## config.mk

```make
export PLATFORM = sky130hd
export DESIGN_NAME = priority_vm_time_slice_scheduler
export DESIGN_NICKNAME = d
export VERILOG_FILES = /design/src/rtl/core/pvts_pkg.sv /design/src/rtl/core/priority_vm_time_slice_scheduler.sv
export SDC_FILE = /design/constraint.sdc
export NUM_CORES = 1
export LEC_CHECK = 0
export ABC_AREA = 1
export BUFFER_PORTS_ARGS = -buffer_cell sky130_fd_sc_hd__buf_2
export CAP_MARGIN = 0
export CORE_MARGIN = 3
export CORE_UTILIZATION = 50
export DETAILED_ROUTE_END_ITERATION = 6
export PLACE_DENSITY = 0.7
export SKIP_CTS_REPAIR_TIMING = 1
export SLEW_MARGIN = 0
export SYNTH_ARGS = -nofsm -noshare
export SYNTH_HDL_FRONTEND = slang
export SYNTH_SLANG_ARGS = --single-unit
```

## constraint.sdc

```tcl
create_clock -name aclk -period 4.1 [get_ports aclk]
set_input_delay 0.205 -clock aclk [delete_from_list [all_inputs] [get_ports aclk]]
set_output_delay 0.205 -clock aclk [all_outputs]
set_load 0.01 [all_outputs]
```

## src/rtl/core/pvts_pkg.sv

```systemverilog
`default_nettype none
// ----------------------------------------------------------------------------
// pvts_pkg
// Shared constants, codes and types of the VM time-slice scheduler.
// ----------------------------------------------------------------------------
package pvts_pkg;

    localparam int MAX_VMS         = 8;
    localparam int PRIO_LEVELS     = 4;
    localparam int SLICE_BITS      = 6;
    localparam int PRIO_FIELD_BITS = 2;

    localparam int IDX_W      = 3;   // vm_index, switch_target, running_vm
    localparam int CMD_W      = 2;
    localparam int CNT_W      = 4;   // vm_count register
    localparam int MASK_W     = 8;
    localparam int PTAB_W     = 16;
    localparam int BTAB_W     = 48;
    localparam int CFG_IDX_W  = 3;
    localparam int CFG_DATA_W = 48;
    localparam int PRIO_W     = $clog2(PRIO_LEVELS + 1);

    localparam logic [CMD_W-1:0] CMD_WORK = 2'd0;
    localparam logic [CMD_W-1:0] CMD_IDLE = 2'd1;
    localparam logic [CMD_W-1:0] CMD_TICK = 2'd2;

    localparam logic [CFG_IDX_W-1:0] REG_VM_COUNT    = 3'd0;
    localparam logic [CFG_IDX_W-1:0] REG_ENABLE_MASK = 3'd1;
    localparam logic [CFG_IDX_W-1:0] REG_PRIO_TABLE  = 3'd2;
    localparam logic [CFG_IDX_W-1:0] REG_BUDGET_TAB  = 3'd3;
    localparam logic [CFG_IDX_W-1:0] REG_TICK_ENABLE = 3'd4;

    typedef enum logic [1:0] {
        VM_IDLE    = 2'd0,
        VM_READY   = 2'd1,
        VM_RUNNING = 2'd2
    } vm_state_t;

endpackage
`default_nettype wire

```

## src/rtl/core/priority_vm_time_slice_scheduler.sv

```systemverilog
`default_nettype none
// ----------------------------------------------------------------------------
// priority_vm_time_slice_scheduler
// Preemptive priority scheduler with per-VM time slices for one engine.
// ----------------------------------------------------------------------------
// Each accepted item (work notice, idle notice or tick) updates the VM states
// in its accept cycle, then one compare unit walks the eight VM slots, one a
// cycle, to find the ready enabled VM with the lowest priority number. A
// decide cycle checks the switch conditions and, when they hold, a switch
// cycle starts the chosen VM. The result is registered into the output in
// the done state once the output holds no stalled result; a fast-path start,
// a tick while ticks are disabled and an unused command skip the pass and go
// straight to the done state. s_ready is high only between items;
// configuration writes are always taken (cfg_ready is tied high).
// ----------------------------------------------------------------------------
module priority_vm_time_slice_scheduler (
    input  wire logic                                aclk,
    input  wire logic                                aresetn,
    input  wire logic                                cfg_valid,
    output logic                                     cfg_ready,
    input  wire logic [pvts_pkg::CFG_IDX_W-1:0]      cfg_index,
    input  wire logic [pvts_pkg::CFG_DATA_W-1:0]     cfg_data,
    input  wire logic                                s_valid,
    output logic                                     s_ready,
    input  wire logic [pvts_pkg::CMD_W-1:0]          s_cmd,
    input  wire logic [pvts_pkg::IDX_W-1:0]          s_vm_index,
    output logic                                     m_valid,
    input  wire logic                                m_ready,
    output logic                                     m_switched,
    output logic [pvts_pkg::IDX_W-1:0]               m_switch_target,
    output logic                                     m_engine_busy,
    output logic [pvts_pkg::IDX_W-1:0]               m_running_vm,
    output logic                                     m_rejected
);

    typedef enum logic [4:0] {
        S_IDLE   = 5'b00001,
        S_SCAN   = 5'b00010,
        S_DECIDE = 5'b00100,
        S_SWITCH = 5'b01000,
        S_DONE   = 5'b10000
    } state_t;

    localparam int IDX_W  = pvts_pkg::IDX_W;
    localparam int CNT_W  = pvts_pkg::CNT_W;
    localparam int PRIO_W = pvts_pkg::PRIO_W;
    localparam int SB     = pvts_pkg::SLICE_BITS;
    localparam logic [SB-1:0]     SLICE_MAX = {SB{1'b1}};
    localparam logic [PRIO_W-1:0] PRIO_MAX  = PRIO_W'(pvts_pkg::PRIO_LEVELS - 1);
    localparam logic [PRIO_W-1:0] PRIO_NONE = PRIO_W'(pvts_pkg::PRIO_LEVELS);
    localparam logic [CNT_W-1:0]  CNT_MAX   = CNT_W'(pvts_pkg::MAX_VMS);
    localparam logic [IDX_W-1:0]  IDX_LAST  = IDX_W'(pvts_pkg::MAX_VMS - 1);

    // configuration
    logic [CNT_W-1:0]              cfg_count_reg;
    logic [pvts_pkg::MASK_W-1:0]   cfg_enable_reg;
    logic [pvts_pkg::PTAB_W-1:0]   cfg_prio_reg;
    logic [pvts_pkg::BTAB_W-1:0]   cfg_budget_reg;
    logic                          cfg_tick_en_reg;

    // scheduler state
    pvts_pkg::vm_state_t vm_state_reg [pvts_pkg::MAX_VMS];
    state_t              state_reg, state_next;
    logic                have_active_reg, have_active_next;
    logic [IDX_W-1:0]    active_slot_reg, active_slot_next;
    logic [SB-1:0]       slice_ticks_reg, slice_ticks_next;

    // scan unit
    logic [IDX_W-1:0]    idx_reg, idx_next;
    logic [PRIO_W-1:0]   lead_prio_reg, lead_prio_next;
    logic [IDX_W-1:0]    best_reg, best_next;
    logic                found_reg, found_next;

    // per-item result
    logic                switched_reg, switched_next;
    logic [IDX_W-1:0]    target_reg, target_next;
    logic                rejected_reg, rejected_next;

    // output register
    logic                m_valid_reg, m_valid_next;
    logic                m_switched_reg;
    logic [IDX_W-1:0]    m_target_reg;
    logic                m_busy_reg;
    logic [IDX_W-1:0]    m_running_reg;
    logic                m_rejected_reg;
    logic                out_load;

    // state table write port
    logic                wr_en;
    logic [IDX_W-1:0]    wr_addr;
    pvts_pkg::vm_state_t wr_data;

    // single read port onto per-VM state and config fields
    logic [IDX_W-1:0]                         rd_addr;
    pvts_pkg::vm_state_t                      rd_state;
    logic                                     rd_enabled;
    logic [pvts_pkg::PRIO_FIELD_BITS-1:0]     rd_prio_raw;
    logic [PRIO_W-1:0]                        rd_prio;
    logic [SB-1:0]                            rd_budget;

    logic [CNT_W-1:0]    eff_count;
    logic                in_range;
    logic                scan_hit;
    logic                prio_lt;
    logic                go;

    assign cfg_ready = 1'b1;
    assign s_ready   = (state_reg == S_IDLE);

    assign eff_count = (cfg_count_reg > CNT_MAX) ? CNT_MAX : cfg_count_reg;
    assign in_range  = {1'b0, s_vm_index} < eff_count;

    always_comb begin
        unique case (state_reg)
            S_IDLE:  rd_addr = (s_cmd == pvts_pkg::CMD_TICK) ? active_slot_reg : s_vm_index;
            S_SCAN:  rd_addr = idx_reg;
            default: rd_addr = active_slot_reg;
        endcase
    end

    assign rd_state    = vm_state_reg[rd_addr];
    assign rd_enabled  = cfg_enable_reg[rd_addr];
    assign rd_prio_raw = cfg_prio_reg[rd_addr * pvts_pkg::PRIO_FIELD_BITS +:
                                      pvts_pkg::PRIO_FIELD_BITS];
    assign rd_prio     = (PRIO_W'(rd_prio_raw) > PRIO_MAX) ? PRIO_MAX : PRIO_W'(rd_prio_raw);
    assign rd_budget   = cfg_budget_reg[rd_addr * SB +: SB];

    // shared priority comparator: scan asks slot < best, decide asks best < active
    assign prio_lt = (state_reg == S_SCAN) ? (rd_prio < lead_prio_reg)
                                           : (lead_prio_reg < rd_prio);

    assign scan_hit = ({1'b0, idx_reg} < eff_count) && rd_enabled &&
                      (rd_state == pvts_pkg::VM_READY) && prio_lt;

    assign go = found_reg &&
                (!have_active_reg || prio_lt || (rd_state != pvts_pkg::VM_RUNNING) ||
                 ((rd_budget != '0) && (slice_ticks_reg >= rd_budget)));

    always_comb begin
        state_next       = state_reg;
        have_active_next = have_active_reg;
        active_slot_next = active_slot_reg;
        slice_ticks_next = slice_ticks_reg;
        idx_next         = idx_reg;
        lead_prio_next   = lead_prio_reg;
        best_next        = best_reg;
        found_next       = found_reg;
        switched_next    = switched_reg;
        target_next      = target_reg;
        rejected_next    = rejected_reg;
        wr_en            = 1'b0;
        wr_addr          = s_vm_index;
        wr_data          = pvts_pkg::VM_READY;
        out_load         = 1'b0;

        unique case (state_reg)
            S_IDLE: begin
                if (s_valid) begin
                    switched_next  = 1'b0;
                    target_next    = '0;
                    rejected_next  = 1'b0;
                    idx_next       = '0;
                    lead_prio_next = PRIO_NONE;
                    best_next      = '0;
                    found_next     = 1'b0;
                    state_next     = S_DONE;
                    unique case (s_cmd)
                        pvts_pkg::CMD_WORK: begin
                            state_next = S_SCAN;
                            if (in_range && rd_state == pvts_pkg::VM_IDLE) begin
                                wr_en = 1'b1;
                                if (!have_active_reg) begin
                                    if (rd_enabled) begin
                                        // fast path: start at once, skip the pass
                                        wr_data          = pvts_pkg::VM_RUNNING;
                                        have_active_next = 1'b1;
                                        active_slot_next = s_vm_index;
                                        slice_ticks_next = '0;
                                        switched_next    = 1'b1;
                                        target_next      = s_vm_index;
                                        state_next       = S_DONE;
                                    end else begin
                                        rejected_next = 1'b1;
                                    end
                                end
                            end
                        end
                        pvts_pkg::CMD_IDLE: begin
                            state_next = S_SCAN;
                            if (in_range && rd_state == pvts_pkg::VM_RUNNING) begin
                                wr_en   = 1'b1;
                                wr_data = pvts_pkg::VM_IDLE;
                            end
                        end
                        pvts_pkg::CMD_TICK: begin
                            if (cfg_tick_en_reg) begin
                                state_next = S_SCAN;
                                if (have_active_reg && rd_state == pvts_pkg::VM_RUNNING &&
                                    slice_ticks_reg != SLICE_MAX) begin
                                    slice_ticks_next = slice_ticks_reg + 1'b1;
                                end
                            end
                        end
                        default: ;
                    endcase
                end
            end
            S_SCAN: begin
                if (scan_hit) begin
                    lead_prio_next = rd_prio;
                    best_next      = idx_reg;
                    found_next     = 1'b1;
                end
                if (idx_reg == IDX_LAST) begin
                    state_next = S_DECIDE;
                end else begin
                    idx_next = idx_reg + 1'b1;
                end
            end
            S_DECIDE: begin
                if (go) begin
                    // return the old VM to ready if it is still running
                    if (have_active_reg && rd_state == pvts_pkg::VM_RUNNING) begin
                        wr_en   = 1'b1;
                        wr_addr = active_slot_reg;
                        wr_data = pvts_pkg::VM_READY;
                    end
                    state_next = S_SWITCH;
                end else begin
                    state_next = S_DONE;
                end
            end
            S_SWITCH: begin
                wr_en            = 1'b1;
                wr_addr          = best_reg;
                wr_data          = pvts_pkg::VM_RUNNING;
                have_active_next = 1'b1;
                active_slot_next = best_reg;
                slice_ticks_next = '0;
                switched_next    = 1'b1;
                target_next      = best_reg;
                state_next       = S_DONE;
            end
            S_DONE: begin
                if (!m_valid_reg || m_ready) begin
                    out_load   = 1'b1;
                    state_next = S_IDLE;
                end
            end
            default: state_next = S_IDLE;
        endcase
    end

    always_comb begin
        m_valid_next = m_valid_reg && !m_ready;
        if (out_load) begin
            m_valid_next = 1'b1;
        end
    end

    always_ff @(posedge aclk) begin
        if (!aresetn) begin
            cfg_count_reg   <= CNT_MAX;
            cfg_enable_reg  <= '0;
            cfg_prio_reg    <= '0;
            cfg_budget_reg  <= '0;
            cfg_tick_en_reg <= 1'b1;
        end else if (cfg_valid) begin
            unique case (cfg_index)
                pvts_pkg::REG_VM_COUNT:    cfg_count_reg   <= cfg_data[CNT_W-1:0];
                pvts_pkg::REG_ENABLE_MASK: cfg_enable_reg  <= cfg_data[pvts_pkg::MASK_W-1:0];
                pvts_pkg::REG_PRIO_TABLE:  cfg_prio_reg    <= cfg_data[pvts_pkg::PTAB_W-1:0];
                pvts_pkg::REG_BUDGET_TAB:  cfg_budget_reg  <= cfg_data[pvts_pkg::BTAB_W-1:0];
                pvts_pkg::REG_TICK_ENABLE: cfg_tick_en_reg <= cfg_data[0];
                default: ;
            endcase
        end
    end

    always_ff @(posedge aclk) begin
        if (!aresetn) begin
            for (int i = 0; i < pvts_pkg::MAX_VMS; i++) begin
                vm_state_reg[i] <= pvts_pkg::VM_IDLE;
            end
            state_reg       <= S_IDLE;
            have_active_reg <= 1'b0;
            active_slot_reg <= '0;
            slice_ticks_reg <= '0;
            m_valid_reg     <= 1'b0;
        end else begin
            if (wr_en) begin
                vm_state_reg[wr_addr] <= wr_data;
            end
            state_reg       <= state_next;
            have_active_reg <= have_active_next;
            active_slot_reg <= active_slot_next;
            slice_ticks_reg <= slice_ticks_next;
            m_valid_reg     <= m_valid_next;
        end
    end

    always_ff @(posedge aclk) begin
        idx_reg       <= idx_next;
        lead_prio_reg <= lead_prio_next;
        best_reg      <= best_next;
        found_reg     <= found_next;
        switched_reg  <= switched_next;
        target_reg    <= target_next;
        rejected_reg  <= rejected_next;
        if (out_load) begin
            m_switched_reg <= switched_reg;
            m_target_reg   <= target_reg;
            m_busy_reg     <= have_active_reg;
            m_running_reg  <= have_active_reg ? active_slot_reg : '0;
            m_rejected_reg <= rejected_reg;
        end
    end

    assign m_valid         = m_valid_reg;
    assign m_switched      = m_switched_reg;
    assign m_switch_target = m_target_reg;
    assign m_engine_busy   = m_busy_reg;
    assign m_running_vm    = m_running_reg;
    assign m_rejected      = m_rejected_reg;

endmodule
`default_nettype wire

```

==> results by group <==
Setup path
  • Worst setup startpoint: state_reg[4]$_SDFFE_PN0P_
  • Most used cell, CP: nand2_1
  • CP max FO: 17
  • Crit. End Element: register
  • Worst R2R Path Depth: 27
  • Critical path buffers and inverters: 3
  • Crit start category: register
  • R2r endpoint: vm_state_reg[5][0]$_SDFFCE_PN0P_
  • Critical Path Max Stage Delay: approximately 360 ps
  • Family with the most delay on the worst path: simple AND/OR/NAND/NOR gates
  • Reg2Reg Launch Point: state_reg[4]$_SDFFE_PN0P_
  • Reg2Reg Setup Slack: between 200 and 300 ps
  • Slowest CP cell: dfxtp_1
  • Arrival time worst endpoint: approximately 4000 ps
  • Required @ worst endpoint: ~4200 ps
  • Critical path type: reg2reg

STA
  • Worst Tran Pin Value: 953.8 ps
  • Final setup violation count: 0
  • Final Critical Period: just under 4000 ps
  • Final-report max-slew violation count: 0
  • Clock Skews: around 10 ps
  • Max frequency: 260.0 MHz
  • Setup ws final: between 200 and 300 ps
  • Relative slew slack: 0.3641
  • Final Hold Fails: 0
  • Final cycle utilization of the critical path: 0.9382

Die
  • Std-Cell Rows: 42
  • Die Ht: 123.5 um
  • Initial core utilization: 0.5172
  • Die width: ~120 um
  • DIE AREA: roughly 15,000 um2
  • I/O pins: between 70 and 80
  • Core area: around 13,000 um2

Routing
  • Routed Antenna Nets: 0
  • Total vias in the final route: 6,297
  • Pre-antenna DRT Iters: 5
  • Via density: 5.239
  • Residual DRC count: 0
  • Routed wire length per instance: between 10 and 15 um
  • DRT iter0 DRCs: 503
  • Post-Route WL: ~18,000 um

Place
  • IO Port Bufs: approximately 70
  • Pre-CTS setup slack: 53.49 ps
  • Final Wtd Congestion: approximately 0.92
  • DP HPWL: about 12,000 um

Cells and area
  • Share of layout cells above drive strength 1: 0.2047
  • # nets final: ~1,100
  • Max reg flops: 48
  • N_diodes: 0
  • Area Overhead vs Synth: 20.53%

GRT
  • Vias in the first global route: roughly 5,700
  • Initial antenna violation count: 0
  • Gr usage total: 0.2365
  • Overflow after GRT: 0
  • Largest net degree at the start of global routing: between 90 and 100
  • First-pass GRT wire length: roughly 28,000 um

Min path
  • Min-Delay Startpoint: cfg_data[11]
  • Hold path depth: 3
  • Worst hold path class: in2reg
  • Worst Hold Endpoint: cfg_prio_reg[11]$_SDFFE_PN0P_

Logic synthesis
  • Mapped Cells: 920
  • Top area cells in the synthesized netlist: dfxtp_1 27%, edfxtp_1 17%, nand2_1 8.6%
  • Synthesis Warnings: 0
  • Post-synthesis sequential area ratio: 0.4436
  • Syn Area/Cell: between 7 and 8 um2
  • Net Count, Synth: ~1,000
  • Number of distinct library cells after synthesis: 46
  • Synth Cell Area: between 6000 and 7000 um2
  • Synth async-reset ratio: 0
  • Synth top area share: 0.2697
  • Post-synth EDFFs: 40
  • Most used DFF post-synth: dfxtp_1
  • Dominant cell type by area after synthesis: dfxtp_1
  • Seq cells post-synth: approximately 130

Clock tree
  • Clock-pin slew on the worst setup and hold paths: ~60 ps
  • TritonCTS clock tree: done
  • Clock Latency Late Sink: roughly 420 ps
  • Clock Tree Root: clkbuf_16
  • Num Clock Sinks: 133
  • CTS buffer count: 17
  • Max clock buf depth: 2
  • H-tree Lvls: 4

Run status
  • Outcome: completed

Power
  • Total design power: about 4 mW
  • Leak: between 3 and 4 nW
  • Pwr Density: around 480 nW/um2
  • Worst vdd ir: around 0.30 mV

Run
  • Max Cap Viol: 0
cells in the final DEF (no fill, tap or decap), types with 3 or more instances in the layout:
master | netlist | routed
a21boi_0 | 4 | 4
a21oi_1 | 73 | 73
a21oi_2 | 3 | 3
a31oi_1 | 3 | 3
buf_2 | 7 | 71
buf_4 | 4 | 39
clkbuf_16 | 0 | 21
clkbuf_8 | 0 | 5
clkinv_2 | 0 | 3
dfxtp_1 | 93 | 90
dfxtp_2 | 0 | 3
edfxtp_1 | 40 | 40
ha_1 | 15 | 15
inv_1 | 123 | 123
inv_2 | 7 | 6
nand2_1 | 158 | 156
nand2_2 | 22 | 18
nand2_4 | 1 | 9
nand3_1 | 89 | 87
nand3_2 | 4 | 5
nand3_4 | 2 | 3
nand4_1 | 5 | 5
nor2_1 | 90 | 88
nor2_2 | 5 | 7
nor2_4 | 5 | 5
nor3_1 | 15 | 15
o21a_1 | 4 | 4
o21ai_0 | 94 | 90
o21ai_1 | 1 | 4
power by group:
group	total, mW	internal [mW]	switching (mW)
clock network	1.52	0.958	0.565
logic	1.01	0.384	0.630
registers	1.48	1.44	0.0437
total	4.02	2.78	1.24
logic make-up after synthesis:
kind of cell | Yosys count | share of synthesized area
compound gates | 193 | 0.1517
xor+xnor | 1 | 0.001269
fa+ha+maj | 15 | 0.02718
buf+inv | 172 | 0.1024
flops | 133 | 0.4436
mux | 1 | 0.001450
other cells | 1 | 0.0005432
simple gates | 404 | 0.2718
synthesized netlist by cell type, types with 3 or more instances:
| library cell | count |
|---|---|
| a21oi_1 | 73 |
| ha_1 | 15 |
| dfxtp_1 | 93 |
| nand3_1 | 89 |
| a31oi_1 | 3 |
| nor3_1 | 15 |
| o21a_1 | 4 |
| a21boi_0 | 4 |
| inv_2 | 7 |
| nand4_1 | 5 |
| o21ai_0 | 94 |
| nor2_2 | 5 |
| a21oi_2 | 3 |
| nor2_4 | 5 |
| nor2_1 | 90 |
| clkbuf_1 | 23 |
| nand2_1 | 158 |
| nand3_2 | 4 |
| nand2_2 | 22 |
| buf_4 | 4 |
| buf_2 | 7 |
| inv_1 | 123 |
| edfxtp_1 | 40 |
| buf_6 | 5 |
metrics by stage:
stage / utilization / area [um2] / setup TNS [ps] / hold slack [ps] / instances
after floorplan: - / 6904 / 0 / 335.4 / 920
final: 0.6235 / 8322 / 0 / 20.35 / 1202
after global routing: 0.6235 / 8322 / -251.7 / 47.58 / 1202
after detailed placement: 0.5561 / 7423 / 0 / 406.6 / 1147
after global placement: 0.5561 / 7423 / 0 / 401.8 / 1147
after CTS: 0.6013 / 8026 / 0 / 17.40 / 1178
worst max-delay path by stage:
stage,slack (ps),end,depth (start not counted)
6_report,250,vm_state_reg[5][0]$_SDFFCE_PN0P_,27
5_1_grt,-40,vm_state_reg[7][0]$_SDFFCE_PN0P_,29
4_1_cts,10,vm_state_reg[6][0]$_SDFFCE_PN0P_,25
3_5_place_dp,50,vm_state_reg[6][0]$_SDFFCE_PN0P_,25
3_3_place_gp,70,vm_state_reg[1][0]$_SDFFCE_PN0P_,25
2_1_floorplan,530,vm_state_reg[6][0]$_SDFFCE_PN0P_,29
worst register-to-register path: cells and delay by family, from the launching register on:
family | cells | cell delay [ps]
AOI/OAI and AO/OA | 5 | 730
DFF | 1 | 360
and+or+nand+nor | 18 | 1860
adders and majority gates | 1 | 210
buffers and inverters | 3 | 410
metal layers:
layer | GRT usage | vias to the layer above | wire length [um]
met3 | 0.04712 | 21 | 1029
li1 | - | 3199 | -
met1 | 0.3269 | 2892 | 7981
met5 | 0 | - | 0
met2 | 0.3761 | 185 | 8480
met4 | 0.07128 | 0 | 242
area by class of cell:
class	count	area, um2
clock buffer	26	573.1
multi-input combinational	617	3226
tap	176	220.2
inverter	132	498.0
sequential	133	3067
clock inverter	5	30.03
fill	1219	5026
timing repair buffer	113	708.2
Note: power is estimated with default switching activity, not from simulation.
